==> src/design/bfhp_pkg.sv <==
// ----------------------------------------------------------------------------
// Bitstream file header parser package
// Shared phase and status codes, header constants and the result record.
// ----------------------------------------------------------------------------
package bfhp_pkg;

    localparam logic [7:0]  MAGIC_EVEN = 8'h0f;
    localparam logic [7:0]  MAGIC_ODD  = 8'hf0;
    localparam logic [15:0] END_WORD   = 16'h0001;
    localparam logic [7:0]  PREFIX_A   = 8'h61;
    localparam logic [7:0]  PREFIX_E   = 8'h65;
    localparam logic [15:0] BLEN_BYTES = 16'd4;
    localparam logic [1:0]  LAST_STR   = 2'd3;

    typedef enum logic [3:0] {
        PH_IDLE,
        PH_LEN_HI,
        PH_LEN_LO,
        PH_MAGIC,
        PH_NULL,
        PH_WORD_HI,
        PH_WORD_LO,
        PH_PREFIX,
        PH_SLEN_HI,
        PH_SLEN_LO,
        PH_STR,
        PH_E,
        PH_BLEN
    } phase_t;

    typedef enum logic [3:0] {
        ST_OK,
        ST_SHORT,
        ST_MAGIC_LEN,
        ST_MAGIC_BYTE,
        ST_END_LEN,
        ST_END_WORD,
        ST_STR_A,
        ST_STR_B,
        ST_STR_C,
        ST_STR_D,
        ST_NO_LENGTH,
        ST_BAD_E
    } status_t;

    typedef struct packed {
        status_t     status;
        logic [31:0] hdr_size;
        logic [31:0] stream_size;
        logic [15:0] magic_size;
        logic [31:0] design_offset;
        logic [15:0] design_length;
        logic [31:0] part_offset;
        logic [15:0] part_length;
        logic [31:0] date_offset;
        logic [15:0] date_length;
        logic [31:0] time_offset;
        logic [15:0] time_length;
    } result_t;

    function automatic status_t str_code(input logic [1:0] idx);
        status_t code;
        case (idx)
            2'd0:    code = ST_STR_A;
            2'd1:    code = ST_STR_B;
            2'd2:    code = ST_STR_C;
            default: code = ST_STR_D;
        endcase
        return code;
    endfunction

endpackage

==> src/design/bfhp_core.sv <==
// ----------------------------------------------------------------------------
// Bitstream file header parser core
// Holds the parse state and works one header byte per step into a result.
// ----------------------------------------------------------------------------
module bfhp_core (
    input  logic              clk,
    input  logic              rst_n,
    input  logic              step,
    input  logic [7:0]        data_byte,
    input  logic              start,
    input  logic [31:0]       buffer_length,
    output logic              res_fire,
    output bfhp_pkg::result_t res
);
    import bfhp_pkg::*;

    phase_t             phase_reg, phase_next;
    logic [31:0]        byte_pos_reg, byte_pos_next;
    logic [15:0]        field_cnt_reg, field_cnt_next;
    logic [15:0]        field_len_reg, field_len_next;
    logic [31:0]        acc_reg, acc_next;
    logic [1:0]         str_idx_reg, str_idx_next;
    logic [15:0]        magic_len_reg, magic_len_next;
    logic [3:0][31:0]   saved_pos_reg, saved_pos_next;
    logic [3:0][15:0]   saved_len_reg, saved_len_next;

    phase_t      eff_phase;
    logic        short_buf;
    logic        active;
    logic [31:0] pos;
    logic [15:0] v16;
    logic [32:0] len33;
    logic        fit_bad;
    logic        room3_bad;
    logic        room5_bad;
    logic [15:0] fc_inc;
    logic        magic_done;
    logic        str_done;
    logic [7:0]  magic_exp;
    logic [7:0]  prefix_exp;
    status_t     res_code;

    assign eff_phase  = start ? PH_LEN_HI : phase_reg;
    assign short_buf  = start && (buffer_length < 32'd2);
    assign active     = step && !short_buf && (eff_phase != PH_IDLE);
    assign pos        = (start ? 32'd0 : byte_pos_reg) + 32'd1;
    assign v16        = {field_len_reg[15:8], data_byte};
    assign len33      = {1'b0, buffer_length};
    assign fit_bad    = ({1'b0, pos} + {17'd0, v16}) > len33;
    assign room3_bad  = ({1'b0, pos} + 33'd3) > len33;
    assign room5_bad  = ({1'b0, pos} + 33'd5) >= len33;
    assign fc_inc     = field_cnt_reg + 16'd1;
    assign magic_done = ({1'b0, fc_inc} + 17'd1) >= {1'b0, field_len_reg};
    assign str_done   = fc_inc >= field_len_reg;
    assign magic_exp  = field_cnt_reg[0] ? MAGIC_ODD : MAGIC_EVEN;
    assign prefix_exp = PREFIX_A + {6'd0, str_idx_reg};

    // Next phase, string index and result code.
    always_comb
    begin
        phase_next   = phase_reg;
        str_idx_next = str_idx_reg;
        res_fire     = 1'b0;
        res_code     = ST_OK;
        if (step && short_buf)
        begin
            phase_next = PH_IDLE;
            res_fire   = 1'b1;
            res_code   = ST_SHORT;
        end
        else if (active)
        begin
            if (start)
                str_idx_next = 2'd0;
            unique case (eff_phase)
                PH_LEN_HI:  phase_next = PH_LEN_LO;
                PH_LEN_LO:
                begin
                    if (fit_bad)
                    begin
                        phase_next = PH_IDLE;
                        res_fire   = 1'b1;
                        res_code   = ST_MAGIC_LEN;
                    end
                    else if (v16 <= 16'd1)
                    begin
                        if (room3_bad)
                        begin
                            phase_next = PH_IDLE;
                            res_fire   = 1'b1;
                            res_code   = ST_END_LEN;
                        end
                        else
                            phase_next = PH_NULL;
                    end
                    else
                        phase_next = PH_MAGIC;
                end
                PH_MAGIC:
                begin
                    if (data_byte != magic_exp)
                    begin
                        phase_next = PH_IDLE;
                        res_fire   = 1'b1;
                        res_code   = ST_MAGIC_BYTE;
                    end
                    else if (magic_done)
                    begin
                        if (room3_bad)
                        begin
                            phase_next = PH_IDLE;
                            res_fire   = 1'b1;
                            res_code   = ST_END_LEN;
                        end
                        else
                            phase_next = PH_NULL;
                    end
                end
                PH_NULL:
                begin
                    if (data_byte != 8'd0)
                    begin
                        phase_next = PH_IDLE;
                        res_fire   = 1'b1;
                        res_code   = ST_END_WORD;
                    end
                    else
                        phase_next = PH_WORD_HI;
                end
                PH_WORD_HI: phase_next = PH_WORD_LO;
                PH_WORD_LO:
                begin
                    str_idx_next = 2'd0;
                    if (v16 != END_WORD)
                    begin
                        phase_next = PH_IDLE;
                        res_fire   = 1'b1;
                        res_code   = ST_END_WORD;
                    end
                    else if (room3_bad)
                    begin
                        phase_next = PH_IDLE;
                        res_fire   = 1'b1;
                        res_code   = ST_STR_A;
                    end
                    else
                        phase_next = PH_PREFIX;
                end
                PH_PREFIX:
                begin
                    if (data_byte != prefix_exp)
                    begin
                        phase_next = PH_IDLE;
                        res_fire   = 1'b1;
                        res_code   = str_code(str_idx_reg);
                    end
                    else
                        phase_next = PH_SLEN_HI;
                end
                PH_SLEN_HI: phase_next = PH_SLEN_LO;
                PH_SLEN_LO, PH_STR:
                begin
                    if ((eff_phase == PH_SLEN_LO) && fit_bad)
                    begin
                        phase_next = PH_IDLE;
                        res_fire   = 1'b1;
                        res_code   = str_code(str_idx_reg);
                    end
                    else if ((eff_phase == PH_SLEN_LO) && (v16 != 16'd0))
                        phase_next = PH_STR;
                    else if ((eff_phase == PH_STR) && !str_done)
                        phase_next = PH_STR;
                    else if ((eff_phase == PH_STR) && (data_byte != 8'd0))
                    begin
                        phase_next = PH_IDLE;
                        res_fire   = 1'b1;
                        res_code   = str_code(str_idx_reg);
                    end
                    else if (str_idx_reg != LAST_STR)
                    begin
                        // End of string: move to the next prefix if it fits.
                        str_idx_next = str_idx_reg + 2'd1;
                        if (room3_bad)
                        begin
                            phase_next = PH_IDLE;
                            res_fire   = 1'b1;
                            res_code   = str_code(str_idx_reg + 2'd1);
                        end
                        else
                            phase_next = PH_PREFIX;
                    end
                    else if (room5_bad)
                    begin
                        phase_next = PH_IDLE;
                        res_fire   = 1'b1;
                        res_code   = ST_NO_LENGTH;
                    end
                    else
                        phase_next = PH_E;
                end
                PH_E:
                begin
                    if (data_byte != PREFIX_E)
                    begin
                        phase_next = PH_IDLE;
                        res_fire   = 1'b1;
                        res_code   = ST_BAD_E;
                    end
                    else
                        phase_next = PH_BLEN;
                end
                PH_BLEN:
                begin
                    if (fc_inc >= BLEN_BYTES)
                    begin
                        phase_next = PH_IDLE;
                        res_fire   = 1'b1;
                        res_code   = ST_OK;
                    end
                end
                default:    phase_next = PH_IDLE;
            endcase
        end
    end

    // Counters, lengths and saved string positions.
    always_comb
    begin
        byte_pos_next  = byte_pos_reg;
        field_cnt_next = field_cnt_reg;
        field_len_next = field_len_reg;
        acc_next       = acc_reg;
        magic_len_next = magic_len_reg;
        saved_pos_next = saved_pos_reg;
        saved_len_next = saved_len_reg;
        if (step && start)
            byte_pos_next = 32'd0;
        if (active)
        begin
            byte_pos_next = pos;
            case (eff_phase)
                PH_LEN_HI, PH_WORD_HI, PH_SLEN_HI:
                    field_len_next = {data_byte, 8'd0};
                PH_LEN_LO:
                begin
                    if (!fit_bad)
                    begin
                        magic_len_next = v16;
                        field_len_next = v16;
                        field_cnt_next = 16'd0;
                    end
                end
                PH_MAGIC:
                begin
                    if (data_byte == magic_exp)
                        field_cnt_next = fc_inc;
                end
                PH_SLEN_LO:
                begin
                    if (!fit_bad)
                    begin
                        field_len_next              = v16;
                        field_cnt_next              = 16'd0;
                        saved_pos_next[str_idx_reg] = pos;
                        saved_len_next[str_idx_reg] = v16;
                    end
                end
                PH_STR:
                    field_cnt_next = fc_inc;
                PH_E:
                begin
                    field_cnt_next = 16'd0;
                    acc_next       = 32'd0;
                end
                PH_BLEN:
                begin
                    acc_next       = {acc_reg[23:0], data_byte};
                    field_cnt_next = fc_inc;
                end
                default:
                begin
                    field_cnt_next = field_cnt_reg;
                end
            endcase
        end
    end

    // Result record: fields stay zero on any error.
    always_comb
    begin
        res        = '0;
        res.status = res_code;
        if (res_code == ST_OK)
        begin
            res.hdr_size      = pos;
            res.stream_size   = acc_next;
            res.magic_size    = magic_len_reg;
            res.design_offset = saved_pos_reg[0];
            res.design_length = saved_len_reg[0];
            res.part_offset   = saved_pos_reg[1];
            res.part_length   = saved_len_reg[1];
            res.date_offset   = saved_pos_reg[2];
            res.date_length   = saved_len_reg[2];
            res.time_offset   = saved_pos_reg[3];
            res.time_length   = saved_len_reg[3];
        end
    end

    always_ff @(posedge clk or negedge rst_n)
    begin
        if (!rst_n)
        begin
            phase_reg     <= PH_IDLE;
            byte_pos_reg  <= '0;
            field_cnt_reg <= '0;
            field_len_reg <= '0;
            str_idx_reg   <= '0;
        end
        else
        begin
            phase_reg     <= phase_next;
            byte_pos_reg  <= byte_pos_next;
            field_cnt_reg <= field_cnt_next;
            field_len_reg <= field_len_next;
            str_idx_reg   <= str_idx_next;
        end
    end

    always_ff @(posedge clk)
    begin
        acc_reg       <= acc_next;
        magic_len_reg <= magic_len_next;
        saved_pos_reg <= saved_pos_next;
        saved_len_reg <= saved_len_next;
    end

endmodule

==> src/design/bitstream_file_header_parser.sv <==
// ----------------------------------------------------------------------------
// Bitstream file header parser
// Streams header bytes through the file header checks, one result per parse.
// ----------------------------------------------------------------------------
// Usage:
//   Write buffer_length on the cfg channel (cfg_valid/cfg_ready) while no
//   parse is pending; cfg_ready is always high. Send header bytes on the
//   input channel (in_valid/in_ready) in buffer order, start_flag set on
//   byte 0. Bytes outside a parse are dropped with no result.
//   One result item per parse appears on the output channel
//   (out_valid/out_ready): status plus, on success, the header length,
//   bitstream length, magic length and the four string offsets/lengths.
//   A result is registered: its byte lands in the input register, and the
//   parse step then writes the output register when the result side allows.
//   Throughput: one byte per cycle while the output side does not stall,
//   set by the single parse step between the input register and the output
//   register.
//   Stall: while out_ready is low and a result is held, the parse step
//   holds; the input register still fills, then in_ready drops.
//   Reset: rst_n clears all control state; buffer_length returns to zero and
//   the parser waits for a start byte.
// ----------------------------------------------------------------------------
module bitstream_file_header_parser (
    input  logic        clk,
    input  logic        rst_n,
    // configuration
    input  logic        cfg_valid,
    output logic        cfg_ready,
    input  logic [31:0] buffer_length,
    // header bytes
    input  logic        in_valid,
    output logic        in_ready,
    input  logic [7:0]  data_byte,
    input  logic        start_flag,
    // results
    output logic        out_valid,
    input  logic        out_ready,
    output logic [3:0]  status,
    output logic [31:0] hdr_size,
    output logic [31:0] stream_size,
    output logic [15:0] magic_size,
    output logic [31:0] design_offset,
    output logic [15:0] design_length,
    output logic [31:0] part_offset,
    output logic [15:0] part_length,
    output logic [31:0] date_offset,
    output logic [15:0] date_length,
    output logic [31:0] time_offset,
    output logic [15:0] time_length
);
    import bfhp_pkg::*;

    logic [31:0] buf_len_reg;
    logic        in_valid_reg;
    logic [7:0]  in_byte_reg;
    logic        in_start_reg;
    logic        out_valid_reg;
    result_t     result_reg;

    logic        out_load;
    logic        step;
    logic        res_fire;
    result_t     res;

    // The output register can take a new result when empty or being drained.
    assign out_load  = !out_valid_reg || out_ready;
    // Advance the held byte through the parse step when the result side allows.
    assign step      = in_valid_reg && out_load;
    assign in_ready  = !in_valid_reg || out_load;
    assign cfg_ready = 1'b1;

    bfhp_core u_core (
        .clk           (clk),
        .rst_n         (rst_n),
        .step          (step),
        .data_byte     (in_byte_reg),
        .start         (in_start_reg),
        .buffer_length (buf_len_reg),
        .res_fire      (res_fire),
        .res           (res)
    );

    always_ff @(posedge clk or negedge rst_n)
    begin
        if (!rst_n)
        begin
            buf_len_reg   <= '0;
            in_valid_reg  <= 1'b0;
            in_start_reg  <= 1'b0;
            out_valid_reg <= 1'b0;
        end
        else
        begin
            if (cfg_valid)
                buf_len_reg <= buffer_length;
            if (in_ready)
            begin
                in_valid_reg <= in_valid;
                in_start_reg <= start_flag;
            end
            if (out_load)
                out_valid_reg <= step && res_fire;
        end
    end

    // Payload registers: capture the byte and the result, no reset.
    always_ff @(posedge clk)
    begin
        if (in_ready)
            in_byte_reg <= data_byte;
        if (step && res_fire)
            result_reg <= res;
    end

    assign out_valid     = out_valid_reg;
    assign status        = result_reg.status;
    assign hdr_size      = result_reg.hdr_size;
    assign stream_size   = result_reg.stream_size;
    assign magic_size    = result_reg.magic_size;
    assign design_offset = result_reg.design_offset;
    assign design_length = result_reg.design_length;
    assign part_offset   = result_reg.part_offset;
    assign part_length   = result_reg.part_length;
    assign date_offset   = result_reg.date_offset;
    assign date_length   = result_reg.date_length;
    assign time_offset   = result_reg.time_offset;
    assign time_length   = result_reg.time_length;

endmodule
==> config.mk <==
export PLATFORM = sky130hd
export DESIGN_NAME = bitstream_file_header_parser
export DESIGN_NICKNAME = d
export VERILOG_FILES = /design/src/design/bfhp_pkg.sv /design/src/design/bfhp_core.sv /design/src/design/bitstream_file_header_parser.sv
export SDC_FILE = /design/constraint.sdc
export NUM_CORES = 1
export LEC_CHECK = 0
export ABC_AREA = 1
export BUFFER_PORTS_ARGS = -buffer_cell sky130_fd_sc_hd__buf_4
export CELL_PAD_IN_SITES_DETAIL_PLACEMENT = 1
export CELL_PAD_IN_SITES_GLOBAL_PLACEMENT = 2
export CORE_ASPECT_RATIO = 1.4
export CORE_MARGIN = 5
export CORE_UTILIZATION = 42
export CTS_BUF_LIST = sky130_fd_sc_hd__clkbuf_16
export DETAILED_ROUTE_END_ITERATION = 12
export PLACE_DENSITY_LB_ADDON = 0.3
export SLEW_MARGIN = 20
export SYNTH_ARGS = -nofsm -noshare
export SYNTH_HDL_FRONTEND = slang
export SYNTH_SLANG_ARGS = --single-unit
export TNS_END_PERCENT = 20
==> constraint.sdc <==
create_clock -name clk -period 28.1 [get_ports clk]
set_input_delay 1.405 -clock clk [delete_from_list [all_inputs] [get_ports clk]]
set_output_delay 1.405 -clock clk [all_outputs]
set_load 0.02 [all_outputs]
# Word level (Yosys, flattened, before mapping)

Cells that the tools add are included.

Register bits: 629
Input port bits: 46
Output and inout port bits: 279

Add/sub/neg operators: 8
$lt $le $gt $ge: 10
Equal/unequal tests: 26
Mux-type cells: 86
Bitwise gates (word level): 3
Reduce and logical (&&, ||, !) cells: 39

Operators by type and width:

| operator                                             | number |
|---|---|
| two-way mux 32 bit                                   | 5 |
| two-way mux 4 bit                                    | 33 |
| bitwise mux 128 bit                                  | 1 |
| > comparator 33 x 32 -> 1 bit                        | 2 |
| bitwise mux 64 bit                                   | 1 |
| demux 32 bit (select 2 bit)                          | 1 |
| one-hot mux 16 bit (4 select lines)                  | 1 |
| one-hot mux 32 bit (2 select lines)                  | 1 |
| two-way mux 16 bit                                   | 3 |
| one-hot mux 4 bit (11 select lines)                  | 1 |
| adder 32 x 16 -> 33 bit                              | 1 |
| adder 32 x 2 -> 33 bit (second input constant)       | 1 |
| adder 32 x 3 -> 33 bit (second input constant)       | 1 |
| greater-or-equal comparator 33 x 32 -> 1 bit         | 1 |
| adder 32 x 1 -> 32 bit (second input constant)       | 1 |
| demux 16 bit (select 2 bit)                          | 1 |
| < comparator 32 x 2 -> 1 bit (second input constant) | 1 |
| one-hot mux 16 bit (2 select lines)                  | 1 |
| one-hot mux 4 bit (7 select lines)                   | 1 |
| one-hot mux 4 bit (3 select lines)                   | 2 |
| == test 4 bit (second input constant)                | 5 |
| two-way mux 1 bit                                    | 18 |
| two-way mux 3 bit                                    | 6 |
| adder 16 x 1 -> 17 bit (second input constant)       | 1 |
| 41 further kinds                                     | 82 |

# Logic depth before layout (Yosys ltp)

Gate-level depths: netlist of run 1.

Depth after elaboration: 14
Depth in mapped cells: 53

# Modules after synthesis

Synthesis of run 1 repeated with hierarchy kept, for this count alone.

Cells, all modules: 3014
Area, all modules: 30230.2 sq um

Modules (own cells, without submodules):

| module                       | instances | cells an instance | area each (sq um) | sequential area each (sq um) |
|---|---|---|---|---|
| bfhp_core                    | 1         | 2576              | 20144.3           | 8638.3 |
| bitstream_file_header_parser | 1         | 438               | 10085.9           | 9404.0 |

# Worst setup path before layout of run 1

Ideal clock, no wire load.

Path kind: reg2reg
Start point: register in_start_reg
End point: register result_reg, in the netlist date_length[0], enable pin
Library setup time: 0.650 ns
Data arrival time: 11.274 ns
Required time: 27.450 ns
Setup slack: 16.176 ns
Stages on the path, launching flop included: 45
Path buffers: 3
Clock period less this slack: 11.924 ns
Cell sequence: dfrtp_1 -> buf_6 -> buf_2 -> buf_2 -> nor2_1 -> ha_1 -> nand2_1 -> xnor2_2 -> inv_1 -> ha_1 -> inv_1 -> o21ai_0 -> a31oi_1 -> nor3_1 -> nor2_1 -> o21ai_0 -> nand3_1 -> nand2_1 -> [9 not listed] -> nand4_1 -> inv_1 -> nand2_1 -> nand2_1 -> nand2_1 -> nand2_1 -> nand2_1 -> nand2_1 -> nand2_1 -> nand2_1 -> nand2_1 -> nand2_4 -> nand2_2 -> nand2_1 -> nand2_1 -> nand3b_1 -> nand2_1 -> nand2_1

Cells in the longest elaborated chain, start to end: 14
Elaborated cells between the ends (all ways): 45
Classes of those cells: add/sub: 4; order compare: 3; eq/ne: 9; mux: 17; reduce/logical: 12

RTL lines:

| element                                                                                              | RTL line                            | RTL |
|---|---|---|
| start: declaration                                                                                   | bitstream_file_header_parser.sv:56  | `logic in_start_reg;` |
| start signal: assignment                                                                             | bitstream_file_header_parser.sv:99  | `in_start_reg <= start_flag;` |
| two-way mux 32 bit (*)                                                                               | bfhp_core.sv:46                     | `assign pos = (start ? 32'd0 : byte_pos_reg) + 32'd1;` |
| adder 32 x 1 -> 32 bit (*)                                                                           | bfhp_core.sv:46                     |  |
| via u_core.pos[4]                                                                                    | bfhp_core.sv:30                     | `logic [31:0] pos;` |
| adder 32 x 3 -> 33 bit / adder 32 x 2 -> 33 bit (equally long branches)                              | bfhp_core.sv:51, bfhp_core.sv:50    |  |
| greater-or-equal comparator 33 x 32 -> 1 bit / > comparator 33 x 32 -> 1 bit (equally long branches) | bfhp_core.sv:51, bfhp_core.sv:50    |  |
| two-way mux 1 bit, on equally long branches                                                          | --                                  |  |
| two-way mux 1 bit                                                                                    | bfhp_core.sv:179                    | `else if (str_idx_reg != LAST_STR)` |
| two-way mux 1 bit                                                                                    | bfhp_core.sv:173                    | `else if ((eff_phase == PH_STR) && (data_byte != 8'd0))` |
| two-way mux 1 bit                                                                                    | bfhp_core.sv:171                    | `else if ((eff_phase == PH_STR) && !str_done)` |
| two-way mux 1 bit                                                                                    | bfhp_core.sv:169                    | `else if ((eff_phase == PH_SLEN_LO) && (v16 != 16'd0))` |
| two-way mux 1 bit                                                                                    | bfhp_core.sv:163                    | `if ((eff_phase == PH_SLEN_LO) && fit_bad)` |
| one-hot mux 1 bit (8 select lines) (*)                                                               | bfhp_core.sv:75                     | `unique case (eff_phase)` |
| two-way mux 1 bit (*)                                                                                | bfhp_core.sv:71                     | `else if (active)` |
| two-way mux 1 bit (*)                                                                                | bfhp_core.sv:65                     | `if (step && short_buf)` |
| logical AND 1 bit (*)                                                                                | bitstream_file_header_parser.sv:111 | `if (step && res_fire)` |
| end signal: assignment                                                                               | bitstream_file_header_parser.sv:112 | `result_reg <= res;` |
| end: declaration                                                                                     | bitstream_file_header_parser.sv:58  | `result_t result_reg;` |

The timed path passes the listed nets; every way through them passes the cells marked *.
A chain may end at the register's enable or synchronous reset.

# Worst setup path in the final report of run 1

Start point: register in_start_reg
End point: register result_reg, in the netlist time_offset[20], enable pin

The elaborated chain is that of the path after synthesis.

==> results_tabular.tex, run 1 <==
\begin{tabular}{lr}
\hline
Metric & Value \\
\hline
\multicolumn{2}{l}{\textbf{Pwr}} \\
\quad Power per Cell Area & between 60 and 70 nW/um\^{}2 \\
\quad Combinational Power Share & between 20\% and 30\% \\
\quad Clk network pwr share & a little over a third \\
\quad IR Drop Worst-Case VDD & roughly 50 uV \\
\quad Internal & $\sim$1.7 mW \\
\quad Switching share of power & slightly above 30\% \\
\quad Net load switching power & around 740 uW \\
\quad LEAKAGE & roughly 16 nW \\
\quad Share of total power in sequential cells & 45.1\% \\
\multicolumn{2}{l}{\textbf{Detailed routing}} \\
\quad Number of antenna-violating nets in the routed design & 0 \\
\quad Detailed router's first-iteration violation count & between 1000 and 1500 \\
\quad First-pass iteration count of the detailed router & 5 \\
\quad Per-cell via count in the routed design & 5.26 \\
\quad Total vias in the final route & approximately 23000 \\
\quad Post-Route WL & just over 100000 microns \\
\quad Wirelength per Cell & 23.9 microns \\
\quad DRC & 0 \\
\multicolumn{2}{l}{\textbf{Worst setup path}} \\
\quad Cell with the largest stage delay on the worst path & buf\_4 \\
\quad Number of buffer and inverter stages on the critical path & 8 \\
\quad Worst Setup End Kind & flip-flop \\
\quad Register-to-register setup slack & 17.90 ns \\
\quad Largest fanout on the critical path & 87 \\
\quad R2R Path Start & in\_start\_reg \\
\quad Worst path top cell family by delay & simple AND/OR/NAND/NOR gates \\
\quad Endpoint of the lowest-slack register-to-register path & time\_offset[20] \\
\quad CP peak stage delay & between 0.9 and 1 ns \\
\quad Worst EP arrival & about 10 ns \\
\quad Crit path kind & reg2reg \\
\quad Required time reported for the critical path endpoint & 28.36 ns \\
\quad Depth of the most critical reg-to-reg path & 47 \\
\quad Crit. path cell count & 47 \\
\quad Critical path startpoint category & flip-flop \\
\quad Most Frequent Cell on Critical Path & nand2\_1 \\
\multicolumn{2}{l}{\textbf{Global route}} \\
\quad Via count of the first global-routing pass & 23700 \\
\quad Maximum number of pins on one net before global-route repair & between 150 and 200 \\
\quad Sum of overflow across all layers after global routing & 0 \\
\quad GRT Util Overall & 25.4\% \\
\quad Initial antenna violation count & 0 \\
\quad First-pass GRT wire length & $\sim$150000 microns \\
\multicolumn{2}{l}{\textbf{Worst hold path}} \\
\quad Worst Hold Class & reg2reg \\
\quad Startpoint of the worst hold path & u\_core.acc\_reg[28] \\
\quad Hold Path Cell Cnt & 2 \\
\quad Hold worst-path end & u\_core.acc\_reg[28] \\
\multicolumn{2}{l}{\textbf{Placed design}} \\
\quad Port bufs & about 320 \\
\quad Detail Placement HPWL & 76800 microns \\
\quad Final weighted congestion in routability-driven placement & 0.923 \\
\quad Setup slack after placement & about 18 ns \\
\multicolumn{2}{l}{\textbf{Yosys}} \\
\quad Number of synthesized register bits & about 630 \\
\quad Count of flip-flops with a built-in enable after synthesis & $\sim$490 \\
\quad Mapped Avg Cell Area & between 10 and 15 sq um \\
\quad Net count after synthesis & 3200 \\
\quad Primary flip-flop cell chosen by synthesis mapping & edfxtp\_1 \\
\quad Mapped cell area & 31000 sq um \\
\quad Syn Inst Count & 3000 \\
\quad Number of warnings issued by yosys & 0 \\
\quad Netlist cell types & between 50 and 60 \\
\quad Synth area leader & edfxtp\_1 \\
\quad Synth top area share & 47.6\% \\
\quad Cell types with the largest area share after synthesis & edfxtp\_1 48\%, dfrtp\_1 8.5\%, inv\_1 6.9\% \\
\quad Post-synthesis sequential area ratio & approximately three fifths \\
\quad Proportion of synthesized flip-flops having asynchronous set or reset & between 15 and 20\% \\
\multicolumn{2}{l}{\textbf{Clock tree}} \\
\quad CTS HTree Levels & 2 \\
\quad TritonCTS clock tree & yes \\
\quad CTS clock-pin slew for the worst setup and hold paths & $\sim$0.060 ns \\
\quad Clk\_lat worst skew & 0.66 ns \\
\quad Clk root buf & clkbuf\_16 \\
\quad Num Clock Sinks & roughly 630 \\
\quad Post-cts repair resize count & 0 \\
\quad TritonCTS Buffers & 60 \\
\quad Number of buffers inserted to repair setup after CTS & 0 \\
\quad Hold buffer count at cts & 0 \\
\quad Maximum root-to-sink buffer count & 3 \\
\multicolumn{2}{l}{\textbf{Floorplanning}} \\
\quad DIE HEIGHT & around 330 microns \\
\quad Die Span X & $\sim$240 microns \\
\quad Core ar. & 73700 sq um \\
\quad Starting density of the core & about 42\% \\
\quad Total Die Area & between 70000 and 80000 sq um \\
\quad IO Count & roughly 330 \\
\quad Site Rows & approximately 120 \\
\multicolumn{2}{l}{\textbf{Finish}} \\
\quad Synthesis-to-finish area growth & 17.5\% \\
\quad Fraction of final layout cells sized beyond drive strength 1 & around 18\% \\
\quad Top library cells by usage in the layout, fill and taps aside & 578 x inv\_1, 492 x edfxtp\_1, 401 x nand2\_1, 346 x buf\_4, 220 x nor3\_1 \\
\quad Register area & 18000 sq um \\
\quad Count of inserted antenna diode cells & 0 \\
\quad Max reg flops & between 100 and 150 \\
\quad Multi-input combinational cell area & between 10000 and 15000 sq um \\
\quad Nets & 3516 \\
\quad Number of fill cells & around 8100 \\
\quad Most common cell after layout, fill and taps aside & inv\_1 \\
\multicolumn{2}{l}{\textbf{STA}} \\
\quad Slew at the pin closest to its max-slew limit & $\sim$1.1 ns \\
\quad Fin worst setup slack & about 18 ns \\
\quad Max-Slew Margin vs Limit & $\sim$28\% \\
\quad Count of final hold-check violations & 0 \\
\quad Max Clock Skew & $\sim$0.031 ns \\
\quad Slew Viols, Final & 0 \\
\quad Fmax & around 100 MHz \\
\quad Period utilization & a little over a third \\
\quad Sum of negative setup slack & 0 ns \\
\quad Minimum period implied by the final worst setup slack & roughly 10 ns \\
\quad RSZ-0062 raised after global routing & no \\
\quad Final setup fails & 0 \\
\multicolumn{2}{l}{\textbf{Outcome}} \\
\quad Outcome & finished, final reports clean \\
\multicolumn{2}{l}{\textbf{Job}} \\
\quad Max-cap violations & 0 \\
\hline
\end{tabular}
## worst register-to-register path: cells and delay by family (launching register included)
| family | cells | cell delay (ns) |
|---|---|---|
| compound gates | 3 | 0.44 |
| buf+inv | 8 | 3.27 |
| simple gates | 32 | 4.46 |
| xor+xnor | 1 | 0.16 |
| flops | 1 | 0.44 |
| fa+ha+maj | 3 | 1.00 |
## cell families after synthesis
group / count (synthesis) / synth area share, %
other: 1 / 0.0121
buffers and inverters: 670 / 8.87
muxes: 1 / 0.0363
xor gates and xnor gates: 122 / 3.61
AOI/OAI and AO/OA: 274 / 4.99
and+or+nand+nor: 1149 / 18.1
DFF: 629 / 58.2
adders and majority gates: 154 / 6.24
## metal layers
layer  GRT usage [%]  vias to the layer above  routed length, microns
met5               0                        -                       0
met2            43.1                      635                   50500
li1                -                    10600                       -
met3            2.92                      135                    4810
met1            33.9                    11300                   43900
met4            8.75                        0                    4020
## layout make-up
class	instances	share of cell area, %
flip-flops and latches	629	49.5
multi-input cells	1701	28.3
repair buffers	349	7.27
inverters	575	5.95
clock buffers	62	4.26
well taps	960	3.30
clock inverters	52	1.42
## synth_stat cells, types with 6 or more instances
| cell type | number |
|---|---|
| a21oi_1 | 71 |
| nor3_1 | 221 |
| xnor2_1 | 9 |
| o22ai_1 | 71 |
| nand4_1 | 40 |
| xor2_1 | 106 |
| o21ai_0 | 95 |
| nand3_1 | 112 |
| inv_2 | 6 |
| nand3b_1 | 8 |
| clkbuf_1 | 34 |
| a211oi_1 | 6 |
| nor3_2 | 83 |
| nor2_2 | 9 |
| inv_1 | 567 |
| dfxtp_1 | 32 |
| ha_1 | 153 |
| a21o_1 | 6 |
| nand2_2 | 19 |
| buf_8 | 10 |
| nor4_1 | 13 |
| edfxtp_1 | 492 |
| dfrtp_1 | 105 |
| nor2_1 | 221 |
| nand3_2 | 7 |
| nand2_1 | 404 |
| buf_4 | 8 |
| buf_2 | 34 |
## power by group through the flow
stage	logic [mW]	clock network (mW)	registers (mW)
floorplan	0.322	0	1.10
global route	0.557	0.906	1.10
finish	0.492	0.844	1.10
CTS	0.497	0.863	1.10
detailed placement	0.493	0	1.12
global placement	0.475	0	1.11
## per-stage QoR
stage          power [mW]  hold slack (ns)  utilization [%]  std cells  cell area [sq um]
3_5_place_dp         1.61            0.483             46.6       4214              34400
3_3_place_gp         1.59            0.473             46.6       4214              34400
5_1_grt              2.56            0.514             49.4       4328              36400
6_report             2.43            0.491             49.4       4328              36400
4_1_cts              2.46            0.495             49.4       4328              36400
2_1_floorplan        1.43            0.457                -       3000              31000
## worst max path at each step
stage / from / to / slack [ns]
after global placement: in_start_reg / date_offset[25] / 17.77
final: in_start_reg / time_offset[20] / 17.90
after detailed placement: in_start_reg / design_offset[24] / 17.52
after floorplan: in_start_reg / date_length[0] / 16.18
after CTS: in_start_reg / time_offset[28] / 17.46
after global routing: in_start_reg / time_offset[24] / 16.93
Note: power is estimated with default switching activity, not from simulation.
==> inputs of run 2 (changes only) <==
CORE_UTILIZATION = 39   (was 42)
clock period = 10.25 ns   (was 28.1 ns; I/O delays follow)
==> run 2 against run 1 <==
  * Clock power rose to 2.7 times the previous value
  * Largest cell class unchanged
  * Combinational power grew to 2.8 times the previous value
  * Sequential share of layout area down 0.41 points
  * Cell area up 0.84%
  * Sequential power grew to 2.7 times the previous value
  * Cell count is 2.6% higher
  * Die area increased by 7.4%
  * Core utilization is 3.0 points lower
  * Worst setup slack lost 16 ns
==> results_tabular.tex, run 2 (same netlist as run 1, synthesis figures left out) <==
\begin{tabular}{lr}
\hline
Metric & Value \\
\hline
\multicolumn{2}{l}{\textbf{Outcome}} \\
\quad Outcome & finished, final reports clean (unchanged) \\
\multicolumn{2}{l}{\textbf{Worst setup path}} \\
\quad Worst Setup End Kind & flip-flop (unchanged) \\
\quad CP peak stage delay & 0.61 ns (was 0.92 ns) \\
\quad Most Frequent Cell on Critical Path & nand2\_1 (unchanged) \\
\quad Cell with the largest stage delay on the worst path & dfrtp\_1 (was buf\_4) \\
\quad Register-to-register setup slack & 1.57 ns (was 17.90 ns) \\
\quad Critical path startpoint category & flip-flop (unchanged) \\
\quad Crit path kind & reg2reg (unchanged) \\
\quad Worst path top cell family by delay & simple AND/OR/NAND/NOR gates (unchanged) \\
\quad Worst EP arrival & 9.11 ns (was 10.46 ns) \\
\quad Largest fanout on the critical path & 46 (was 87) \\
\quad Required time reported for the critical path endpoint & 10.68 ns (was 28.36 ns) \\
\quad Number of buffer and inverter stages on the critical path & 9 (was 8) \\
\multicolumn{2}{l}{\textbf{Global route}} \\
\quad Via count of the first global-routing pass & 24200 (was 23700) \\
\quad Sum of overflow across all layers after global routing & 0 (unchanged) \\
\quad Maximum number of pins on one net before global-route repair & 121 (was 185) \\
\quad Initial antenna violation count & 2 (was 0) \\
\quad GRT Util Overall & 24.1\% (was 25.4\%) \\
\quad First-pass GRT wire length & 154000 microns (was 153000 microns) \\
\multicolumn{2}{l}{\textbf{Job}} \\
\quad Max-cap violations & 0 (unchanged) \\
\multicolumn{2}{l}{\textbf{Placed design}} \\
\quad Port bufs & 323 (unchanged) \\
\quad Post-placement cell count & 4322 (was 4214) \\
\quad Setup slack after placement & 1.54 ns (was 17.52 ns) \\
\quad Detail Placement HPWL & 79500 microns (was 76800 microns) \\
\quad Final weighted congestion in routability-driven placement & 0.934 (was 0.923) \\
\multicolumn{2}{l}{\textbf{Detailed routing}} \\
\quad Detailed router's first-iteration violation count & 1281 (was 1483) \\
\quad Per-cell via count in the routed design & 5.12 (was 5.26) \\
\quad DRC & 0 (unchanged) \\
\quad Number of antenna-violating nets in the routed design & 0 (unchanged) \\
\quad Total vias in the final route & 22700 (was 22800) \\
\quad Wirelength per Cell & 23.6 microns (was 23.9 microns) \\
\quad Routed length on met3 & 5170 microns (was 4810 microns) \\
\quad Post-Route WL & 105000 microns (was 103000 microns) \\
\quad First-pass iteration count of the detailed router & 5 (unchanged) \\
\quad Met1 WL & 42800 microns (was 43900 microns) \\
\quad Max layer used & met5 (was met4) \\
\quad Total met2 wirelength after detailed routing & 51600 microns (was 50500 microns) \\
\multicolumn{2}{l}{\textbf{Clock tree}} \\
\quad Num Clock Sinks & 629 (unchanged) \\
\quad TritonCTS Buffers & 61 (was 60) \\
\quad TritonCTS clock tree & yes (unchanged) \\
\quad CTS HTree Levels & 2 (unchanged) \\
\quad CTS clock-pin slew for the worst setup and hold paths & 0.08 ns (was 0.06 ns) \\
\quad Post-cts repair resize count & 0 (unchanged) \\
\quad Maximum root-to-sink buffer count & 3 (unchanged) \\
\quad Clk root buf & clkbuf\_16 (unchanged) \\
\quad Clk\_lat worst skew & 0.67 ns (was 0.66 ns) \\
\multicolumn{2}{l}{\textbf{STA}} \\
\quad Count of final hold-check violations & 0 (unchanged) \\
\quad Fin worst setup slack & 1.57 ns (was 17.90 ns) \\
\quad Final setup fails & 0 (unchanged) \\
\quad Sum of negative setup slack & 0 ns (unchanged) \\
\quad Minimum period implied by the final worst setup slack & 8.68 ns (was 10.20 ns) \\
\quad Period utilization & 84.7\% (was 36.3\%) \\
\quad RSZ-0062 raised after global routing & no (unchanged) \\
\quad Fmax & 115 MHz (was 98.1 MHz) \\
\quad Max Clock Skew & 0.0289 ns (was 0.0306 ns) \\
\quad Slew at the pin closest to its max-slew limit & 1.07 ns (was 1.08 ns) \\
\quad Max-Slew Margin vs Limit & 28.3\% (was 27.6\%) \\
\quad Slew Viols, Final & 0 (unchanged) \\
\multicolumn{2}{l}{\textbf{Pwr}} \\
\quad Overall Power & 6.67 mW (was 2.43 mW) \\
\quad Combinational Power Share & 20.9\% (was 20.2\%) \\
\quad Internal & 4.60 mW (was 1.70 mW) \\
\quad Share of total power in sequential cells & 44.7\% (was 45.1\%) \\
\quad Switching share of power & 31.0\% (was 30.3\%) \\
\quad Power per Cell Area & 182 nW/um\^{}2 (was 66.8 nW/um\^{}2) \\
\quad Net load switching power & 2.07 mW (was 737 uW) \\
\quad IR Drop Worst-Case VDD & 125 uV (was 50.0 uV) \\
\quad LEAKAGE & 16.1 nW (was 16.0 nW) \\
\quad Clk network pwr share & 34.4\% (was 34.7\%) \\
\multicolumn{2}{l}{\textbf{Floorplanning}} \\
\quad Core ar. & 79100 sq um (was 73700 sq um) \\
\quad Site Rows & 122 (was 118) \\
\quad Starting density of the core & 39.2\% (was 42.1\%) \\
\quad DIE HEIGHT & 344 microns (was 332 microns) \\
\quad IO Count & 325 (unchanged) \\
\quad Total Die Area & 85300 sq um (was 79500 sq um) \\
\quad Die Span X & 248 microns (was 240 microns) \\
\multicolumn{2}{l}{\textbf{Finish}} \\
\quad Most common cell after layout, fill and taps aside & inv\_1 (unchanged) \\
\quad Synthesis-to-finish area growth & 18.4\% (was 17.5\%) \\
\quad Post-route insts no fill & 4439 (was 4328) \\
\quad Final Core Density & 46.5\% (was 49.4\%) \\
\quad Fraction of final layout cells sized beyond drive strength 1 & 18.2\% (was 17.6\%) \\
\quad Top library cells by usage in the layout, fill and taps aside & 574 x inv\_1, 492 x edfxtp\_1, 401 x nand2\_1, 353 x buf\_4, 220 x nor3\_1 (was 578 x inv\_1, 492 x edfxtp\_1, 401 x nand2\_1, 346 x buf\_4, 220 x nor3\_1) \\
\quad Max reg flops & 128 (unchanged) \\
\quad Nets & 3532 (was 3516) \\
\multicolumn{2}{l}{\textbf{Worst hold path}} \\
\quad Worst Hold Class & in2reg (was reg2reg) \\
\hline
\end{tabular}
run 2: path summary, 6_finish.rpt:
path	from	endpoint	cells past startpoint
max in group asynchronous	rst_n	u_core.field_len_reg[0]	3
worst min-delay path	data_byte[7]	in_byte_reg[7]	1
worst max-delay path	in_start_reg	design_length[9]	49
worst min register to register	u_core.acc_reg[25]	u_core.acc_reg[25]	2
min in group asynchronous	rst_n	buf_len_reg[29]	2
worst max register to register	in_start_reg	design_length[9]	49
run 2: area by class of cell:
cell class | count | area, sq um
fillers | 8787 | 42300
flip-flops and latches | 629 | 18000
multi-input cells | 1701 | 10300
repair buffers | 364 | 2860
inverters | 575 | 2170
clock buffers | 62 | 1550
well taps | 1054 | 1320
clock inverters | 53 | 483
diodes | 1 | 2.50
run 2: per-layer routing:
metal	up-vias	global-route usage, %
li1	10700	-
met1	11200	30.5
met2	611	41.7
met3	167	3.19
met4	2	9.82
met5	-	0
run 2: power groups by stage:
stage | Combinational (mW) | Clock, mW | Sequential [mW]
2_1_floorplan | 0.883 | 0 | 3.02
3_3_place_gp | 1.32 | 0 | 3.03
3_5_place_dp | 1.39 | 0 | 3.04
4_1_cts | 1.40 | 2.35 | 2.98
5_1_grt | 1.57 | 2.45 | 2.99
6_report | 1.39 | 2.29 | 2.98
run 2: through the flow:
step / cell area (sq um) / hold WS (ns)
2_1_floorplan: 31000 / 0.217
3_3_place_gp: 34700 / 0.469
3_5_place_dp: 34700 / 0.484
4_1_cts: 36700 / 0.0107
5_1_grt: 36700 / 0.0289
6_report: 36700 / 0.0515
run 2: repair_timing:
action | CTS | global route
endpoints found under the hold margin | 14 | 0
hold buffers | 1 | 0
buffers inserted | 0 | 0
run 2: worst reg2reg max path: cells and delay by family, from the launching register on:
| kind | cells | cell delay (ns) |
|---|---|---|
| AOI/OAI and AO/OA | 3 | 0.45 |
| xor gates and xnor gates | 1 | 0.16 |
| adders and majority gates | 3 | 0.96 |
| buffers and inverters | 9 | 1.74 |
| DFF | 1 | 0.61 |
| and+or+nand+nor | 33 | 4.52 |
